`src/rtl/crc12tbc_pkg.sv`:
```
// Package with constants, sequencer states and coding functions for the CRC-12 tail-biting encoder.
`timescale 1ns / 1ps

package crc12tbc_pkg;

    localparam int PAYLOAD_BITS = 34;
    localparam int CRC_BITS     = 12;
    localparam int INFO_BITS    = PAYLOAD_BITS + CRC_BITS;
    localparam int STATE_BITS   = 9;
    localparam int REG_BITS     = STATE_BITS + 1;
    localparam int CNT_W        = $clog2(INFO_BITS);

    localparam logic [CRC_BITS-1:0] CRC_POLY = 12'h80F;
    localparam logic [REG_BITS-1:0] GEN_A    = 10'h277;
    localparam logic [REG_BITS-1:0] GEN_B    = 10'h365;

    typedef enum logic [1:0] {
        ST_IDLE,
        ST_CRC,
        ST_ENC
    } seq_state_t;

    // One MSB-first CRC step for a single input bit
    function automatic logic [CRC_BITS-1:0] crc_step(input logic [CRC_BITS-1:0] crc,
                                                     input logic                bit_in);
        logic [CRC_BITS-1:0] mixed;
        mixed = crc ^ {bit_in, {(CRC_BITS-1){1'b0}}};
        if (mixed[CRC_BITS-1])
            return {mixed[CRC_BITS-2:0], 1'b0} ^ CRC_POLY;
        else
            return {mixed[CRC_BITS-2:0], 1'b0};
    endfunction

    // Map the two generator parities of a 10-bit window to a tone
    function automatic logic [1:0] tone_map(input logic [REG_BITS-1:0] window);
        logic b0;
        logic b1;
        b0 = ^(window & GEN_A);
        b1 = ^(window & GEN_B);
        return {b0, b0 ^ b1};
    endfunction

endpackage

```
`src/rtl/crc12_tailbiting_conv_encoder.sv`:
```
// Top level: bit-serial CRC-12 followed by a tail-biting rate-1/2 encoder with tone mapping.
// The first tone is registered in the encoding pass, after the CRC pass over all payload bits.
// The CRC takes one payload bit per cycle, then the encoder emits one tone per cycle
//   whenever the output register is free (out_valid low or out_stall low).
// The input channel is stalled from acceptance until the last tone has been registered.
// Reset clears the sequencer, counter and output valid; data registers are not reset.
`timescale 1ns / 1ps

module crc12_tailbiting_conv_encoder (
    input  logic                               clk,
    input  logic                               rst_n,
    input  logic                               in_valid,
    output logic                               in_stall,
    input  logic [crc12tbc_pkg::PAYLOAD_BITS-1:0] payload_word,
    output logic                               out_valid,
    input  logic                               out_stall,
    output logic [1:0]                         tone_symbol,
    output logic                               last_tone
);
    import crc12tbc_pkg::*;

    seq_state_t              fsm_reg, fsm_next;
    logic [CNT_W-1:0]        cnt_reg, cnt_next;
    logic [PAYLOAD_BITS-1:0] shift_reg, shift_next;
    logic [CRC_BITS-1:0]     crc_reg, crc_next;
    logic [INFO_BITS-1:0]    info_reg, info_next;
    logic [STATE_BITS-1:0]   conv_reg, conv_next;
    logic                    out_valid_reg, out_valid_next;
    logic [1:0]              tone_reg, tone_next;
    logic                    last_reg, last_next;

    logic                    in_take;
    logic                    out_free;
    logic [CRC_BITS-1:0]     crc_step_val;
    logic [REG_BITS-1:0]     window;

    assign in_stall    = (fsm_reg != ST_IDLE);
    assign in_take     = in_valid && !in_stall;
    assign out_free    = !out_valid_reg || !out_stall;
    assign out_valid   = out_valid_reg;
    assign tone_symbol = tone_reg;
    assign last_tone   = last_reg;

    assign crc_step_val = crc_step(crc_reg, shift_reg[PAYLOAD_BITS-1]);
    assign window       = {conv_reg, info_reg[INFO_BITS-1]};

    // Hold the sequencer state, counter and output valid
    always_ff @(posedge clk or negedge rst_n)
    begin
        if (!rst_n)
        begin
            fsm_reg       <= ST_IDLE;
            cnt_reg       <= '0;
            out_valid_reg <= 1'b0;
        end
        else
        begin
            fsm_reg       <= fsm_next;
            cnt_reg       <= cnt_next;
            out_valid_reg <= out_valid_next;
        end
    end

    // Hold the data path
    always_ff @(posedge clk)
    begin
        shift_reg <= shift_next;
        crc_reg   <= crc_next;
        info_reg  <= info_next;
        conv_reg  <= conv_next;
        tone_reg  <= tone_next;
        last_reg  <= last_next;
    end

    // Sequence the CRC pass and the encoding pass
    always_comb
    begin
        fsm_next       = fsm_reg;
        cnt_next       = cnt_reg;
        shift_next     = shift_reg;
        crc_next       = crc_reg;
        info_next      = info_reg;
        conv_next      = conv_reg;
        tone_next      = tone_reg;
        last_next      = last_reg;
        out_valid_next = out_valid_reg && out_stall;

        case (fsm_reg)
            ST_IDLE:
            begin
                if (in_take)
                begin
                    shift_next = payload_word;
                    info_next  = {payload_word, {CRC_BITS{1'b0}}};
                    crc_next   = '0;
                    cnt_next   = '0;
                    fsm_next   = ST_CRC;
                end
            end
            ST_CRC:
            begin
                // Advance the CRC by one payload bit
                crc_next   = crc_step_val;
                shift_next = {shift_reg[PAYLOAD_BITS-2:0], 1'b0};
                if (cnt_reg == CNT_W'(PAYLOAD_BITS - 1))
                begin
                    info_next = {info_reg[INFO_BITS-1:CRC_BITS], crc_step_val};
                    conv_next = crc_step_val[STATE_BITS-1:0];
                    cnt_next  = '0;
                    fsm_next  = ST_ENC;
                end
                else
                begin
                    cnt_next = cnt_reg + 1'b1;
                end
            end
            ST_ENC:
            begin
                // Emit one tone whenever the output register can take it
                if (out_free)
                begin
                    tone_next      = tone_map(window);
                    last_next      = (cnt_reg == CNT_W'(INFO_BITS - 1));
                    out_valid_next = 1'b1;
                    conv_next      = window[STATE_BITS-1:0];
                    info_next      = {info_reg[INFO_BITS-2:0], 1'b0};
                    if (cnt_reg == CNT_W'(INFO_BITS - 1))
                    begin
                        cnt_next = '0;
                        fsm_next = ST_IDLE;
                    end
                    else
                    begin
                        cnt_next = cnt_reg + 1'b1;
                    end
                end
            end
            default:
            begin
                fsm_next = ST_IDLE;
            end
        endcase
    end

    // Checks on the sequencer
    a_take_starts_crc: assert property (@(posedge clk) disable iff (!rst_n)
        in_take |=> (fsm_reg == ST_CRC) && (cnt_reg == '0))
        else $error("accepted transaction did not start the CRC pass");

    a_crc_count_range: assert property (@(posedge clk) disable iff (!rst_n)
        (fsm_reg == ST_CRC) |-> (cnt_reg < CNT_W'(PAYLOAD_BITS)))
        else $error("CRC bit counter out of range");

    a_enc_count_range: assert property (@(posedge clk) disable iff (!rst_n)
        (fsm_reg == ST_ENC) |-> (cnt_reg < CNT_W'(INFO_BITS)))
        else $error("tone counter out of range");

    a_last_tone_ends: assert property (@(posedge clk) disable iff (!rst_n)
        ((fsm_reg == ST_ENC) && out_free && (cnt_reg == CNT_W'(INFO_BITS - 1)))
        |=> (out_valid && last_tone && (fsm_reg == ST_IDLE)))
        else $error("final tone not flagged or frame not closed");

endmodule
```
`config.mk`:
```
export PLATFORM = sky130hd
export DESIGN_NAME = crc12_tailbiting_conv_encoder
export DESIGN_NICKNAME = d
export VERILOG_FILES = /design/src/rtl/crc12tbc_pkg.sv /design/src/rtl/crc12_tailbiting_conv_encoder.sv
export SDC_FILE = /design/constraint.sdc
export NUM_CORES = 1
export LEC_CHECK = 0
export BUFFER_PORTS_ARGS = -buffer_cell sky130_fd_sc_hd__buf_2
export CORE_MARGIN = 4
export CORE_UTILIZATION = 46
export CTS_CLUSTER_SIZE = 12
export DETAILED_ROUTE_END_ITERATION = 8
export GPL_TIMING_DRIVEN = 0
export PLACE_DENSITY = 0.67
export REMOVE_ABC_BUFFERS = 1
export SLEW_MARGIN = 5
export SYNTH_ARGS = -nofsm -noshare
export SYNTH_HDL_FRONTEND = slang
export SYNTH_SLANG_ARGS = --single-unit
export TNS_END_PERCENT = 100
```
`constraint.sdc`:
```
create_clock -name clk -period 4.6 [get_ports clk]
set_input_delay 0.23 -clock clk [delete_from_list [all_inputs] [get_ports clk]]
set_output_delay 0.23 -clock clk [all_outputs]
set_load 0.05 [all_outputs]
```
After elaboration in Yosys (flattened, before gate mapping)
Cells that the tools add are included.

Register bits: 113. Input port bits: 38. Output and inout bits: 5. Word-level logic and storage cells: 68.

$add $sub $neg: 1. Equality and inequality tests: 8. Mux-type cells: 24. Bitwise logic cells: 4. Reductions and logical operators: 21.

Operators by type and width (number): $pmux 46 s3 (1); $mux 46 (2); $pmux 34 s2 (1); $mux 12 (3); $mux 34 (1); $mux 6 (4); $pmux 12 s2 (1); $reduce_xor 10->1 (2); $mux 9 (2); $pmux 6 s3 (1); $pmux 9 s2 (1); $eq 6x6->1 const B (2); $reduce_and 4->1 (3); $xor 12x12->12 (1); $mux 2 (4); $ne 2x2->1 const B (4); $reduce_bool 2->1 (4); $add 6x1->6 const B (1); $pmux 2 s3 (1); $reduce_and 3->1 (2); $not 5->5 (1); $reduce_and 2->1 (2); $logic_not 1->1 (3); $reduce_bool 3->1 (1); other kinds (8) (10).

Depth between registers and ports, before layout
Word-level depth: 5. Mapped depth: 8. Mapped depth without buffers: 6.

Worst setup path before layout
No wires, ideal clock.

Kind: register -> register. Start point: register fsm_reg[0]. End point: register info_reg[12], enable pin. Library setup time: 510 ps. Arrival time: 4595 ps. Data required time: 4090 ps. Slack: -506 ps. Stages on the path, launching flop included: 7. Buffers on the path: 2. Period minus slack after synthesis: 5106 ps. Path through: dfrtp_1 > inv_1 > ha_1 > buf_1 > clkbuf_1 > nor2_1 > nor4_1.

Cells in the longest elaborated chain, start to end: 5. Elaborated cells between the ends (all ways): 11. Classes of those cells: eq/ne (4); bitwise (1); reduce/logical (6).

RTL lines: start, declared (RTL line crc12_tailbiting_conv_encoder.sv:22) `seq_state_t fsm_reg, fsm_next;`; start signal, assigned (RTL line crc12_tailbiting_conv_encoder.sv:58) `fsm_reg <= fsm_next;`; $reduce_bool 2->1 (RTL line crc12_tailbiting_conv_encoder.sv:37) `assign in_stall = (fsm_reg != ST_IDLE);`; $logic_not 1->1 (RTL line crc12_tailbiting_conv_encoder.sv:38) `assign in_take = in_valid && !in_stall;`; $logic_and 1x1->1 (RTL line crc12_tailbiting_conv_encoder.sv:38); $ne 2x2->1 (no source line); $reduce_and 4->1 (no source line) *; end signal, assigned (RTL line crc12_tailbiting_conv_encoder.sv:69) `info_reg <= info_next;`; end, declared (RTL line crc12_tailbiting_conv_encoder.sv:26) `logic [INFO_BITS-1:0] info_reg, info_next;`.

Mark *: on every way between the ends. The rest lies on a longest branch, timed or not. A chain may end at the register's enable or synchronous reset.

Final worst setup path
Start point: register fsm_reg[0]. End point: register info_reg[10], enable pin.

The elaborated chain is that of the path after synthesis.

==> summary.md <==
| Metric | Value |
|---|---|
| Outcome | `finished, final reports clean` |
| CP Max Fanout | `23` |
| Area leader, netlist | `edfxtp_1` |
| Max capacitance violation total | `0` |
| Fraction of layout cells with a size suffix above 1 | `18.56%` |
| Total wire length | `9.370 mm` |
| Port Buffers | `42` |
| Setup crit start kind | `register` |
| Pwr Total | `0.004851 W` |
| Initial antenna violation count | `0` |
| Num CTS Buffers | `17` |
| Cell area after synthesis | `4948 um2` |
| First-pass GRT wire length | `around 16 mm` |
| Period utilization | `67.37%` |
| Final nets | `516` |
| Filler instances | `877` |
| Period minus WS final | `between 3 and 4 ns` |
| Worst EP arrival | `3.22 ns` |
| Met3 wire len | `roughly 450 um` |
| Yosys reg bits | `113` |
| DR vias | `between 3000 and 4000` |
| WL met1 | `between 4 and 5 mm` |
| Initial Util | `a little under half` |
| Core region area | `roughly 10000 um2` |
| Wire length on met2 | `4.450 mm` |
| Final Max Slew Viols | `0` |
| Routed Antenna Nets | `0` |
| Commonest non-fill, non-tap cell in the layout | `edfxtp_1` |
| Fmax | `322.7 MHz` |
| Ys Warns | `0` |
| Power Density | `819.6 nW/um2` |
| Max reg flops | `46` |
| Ranking of synthesized cells by area | `edfxtp_1 (63%), o21ai_0 (7.8%), nand2_1 (6.4%)` |
| Avg Inst Size Synth | `11.64 um2` |
| Initial DRC count | `246` |
| Synth top area share | `63.11%` |
| Post-synthesis sequential area ratio | `67.66%` |
| CTS root buf | `clkbuf_8` |
| DP Wirelength | `about 6.0 mm` |
| Residual DRC | `0` |
| Endpoints failing hold | `0` |
| Clock-pin slew on the worst setup and hold paths | `0.06 ns` |
| Setup Crit Path Kind | `reg2reg` |
| Wire length per cell | `15.09 um` |
| H-tree lvl count | `4` |
| Layout area overhead | `19.62%` |
| Crit path capture type | `register` |
| Most frequent cells in the layout | `edfxtp_1 (104), nand2_1 (85), o21ai_0 (76), buf_2 (42), inv_1 (40)` |
| Max Used Layer | `met4` |
| TritonCTS clock tree | `built` |
| Die X | `approximately 110 um` |
| VDD IR max | `0.4388 mV` |
| CTS sink cnt | `113` |
| Die extent in y | `111.7 um` |
| Hold Crit Class | `in2reg` |
| Via/cell ratio | `5.163` |
| Core Rows | `37` |
| Worst Skew | `0.006305 ns` |
| GRT Residual Overflow | `0` |
| First-pass DRT Iterations | `5` |
| CTS Buffer Depth | `2` |
| Skew-Pair Late Insertion Delay | `0.51 ns` |
| Post-synthesis cell type count | `37` |
| IO Pins | `43` |
| Global placer's final weighted congestion | `~0.76` |
| Largest net degree at the start of global routing | `55` |
| Worst Path Required | `roughly 4.7 ns` |
| Leakage power | `2.264 nW` |
| Cells after Synth | `between 400 and 500` |
| Post-cts sizing count | `0` |
| Vias in the first global route | `3161` |
| RSZ-0062 raised after global routing | `no` |
| Final setup vio count | `0` |
| Die area | `12480 um2` |
| Slew margin rel. | `15.80%` |
| Worst Tran Pin Value | `roughly 1.3 ns` |
| WHS | `0.04071 ns` |
| Antenna diodes | `0` |
| Gr usage total | `between 15 and 20%` |
-- cell families after synthesis --
group | after synthesis | share of synthesized area, %
simple gates | 125 | 11.02
flops | 113 | 67.66
compound gates | 98 | 11.05
buf+inv | 63 | 4.854
xor+xnor | 12 | 2.124
mux | 8 | 1.770
fa+ha+maj | 6 | 1.517
-- per-stage QoR --
step	area (um2)	utilization [%]	setup slack [ns]	TNS, ns	std cells
after floorplan	4858	-	-1.264	-78.68	402
after global routing	5919	56.83	1.269	0	621
final	5919	56.83	1.501	0	621
after CTS	5919	56.83	1.455	0	621
after global placement	5239	50.29	-3.929	-270.99	580
after detailed placement	5365	51.51	1.513	0	587
-- worst max-delay path, cell delays in order, from the launching register on --
cell	delay [ns]
dfrtp_1	0.38
inv_1	0.09
ha_1	0.49
and3_4	0.31
or3_1	0.49
nor2_1	0.94
-- area by class of cell --
| type | count | area (um2) | share of cell area, % |
|---|---|---|---|
| timing repair buffer | 51 | 335.3 | 5.665 |
| tap | 136 | 170.2 | 2.875 |
| clock buffer | 17 | 414.1 | 6.996 |
| sequential | 113 | 3348 | 56.56 |
| inverter | 40 | 150.1 | 2.536 |
| clock inverter | 15 | 120.1 | 2.029 |
| multi-input combinational | 249 | 1381 | 23.34 |
-- timing repair --
action | CTS | global route
endpoints found under the hold margin | 10 | 0
setup buffers | 0 | 0
hold buffers | 2 | 0
-- where the power goes --
group          leakage (nW)  switching (W)  internal, W
Sequential             1.13       0.000182      0.00196
Combinational         0.884        0.00102     0.000519
Clock                 0.248       0.000462     0.000707
-- cell usage after synthesis (all sizes together) --
master,count
edfxtp,104
nand2,85
o21ai,77
inv,40
clkbuf,19
and2,13
nor2,10
dfrtp,9
xnor2,7
ha,6
mux2,6
a21oi,5
a22o,5
xor2,5
buf,4
nor2b,4
o211ai,4
nor3,3
and3,2
mux2i,2
nand3,2
or3,2
a211o,1
a22oi,1
a41oi,1
and3b,1
nand2b,1
nand4,1
nor4,1
o2111ai,1
o21a,1
o311ai,1
o31ai,1
-- routing by layer --
| metal | track usage (%) | vias up |
|---|---|---|
| met4 | 4.623 | 0 |
| li1 | - | 1570 |
| met5 | 0 | - |
| met3 | 5.163 | 10 |
| met2 | 24.22 | 83 |
| met1 | 21.99 | 1543 |
-- path summary, 6_finish.rpt --
check / startpoint / endpoint / cells past startpoint / slack (ns)
worst min-delay path: payload_word[0] / shift_reg[0] / 3 / 0.04
min in group asynchronous: rst_n / cnt_reg[4] / 2 / 0.09
worst min register to register: info_reg[29] / info_reg[30] / 2 / 0.52
max in group asynchronous: rst_n / fsm_reg[0] / 2 / 4.32
worst max register to register: fsm_reg[0] / info_reg[10] / 5 / 1.50
worst max-delay path: fsm_reg[0] / info_reg[10] / 5 / 1.50
Note: power is estimated with default switching activity, not from simulation.
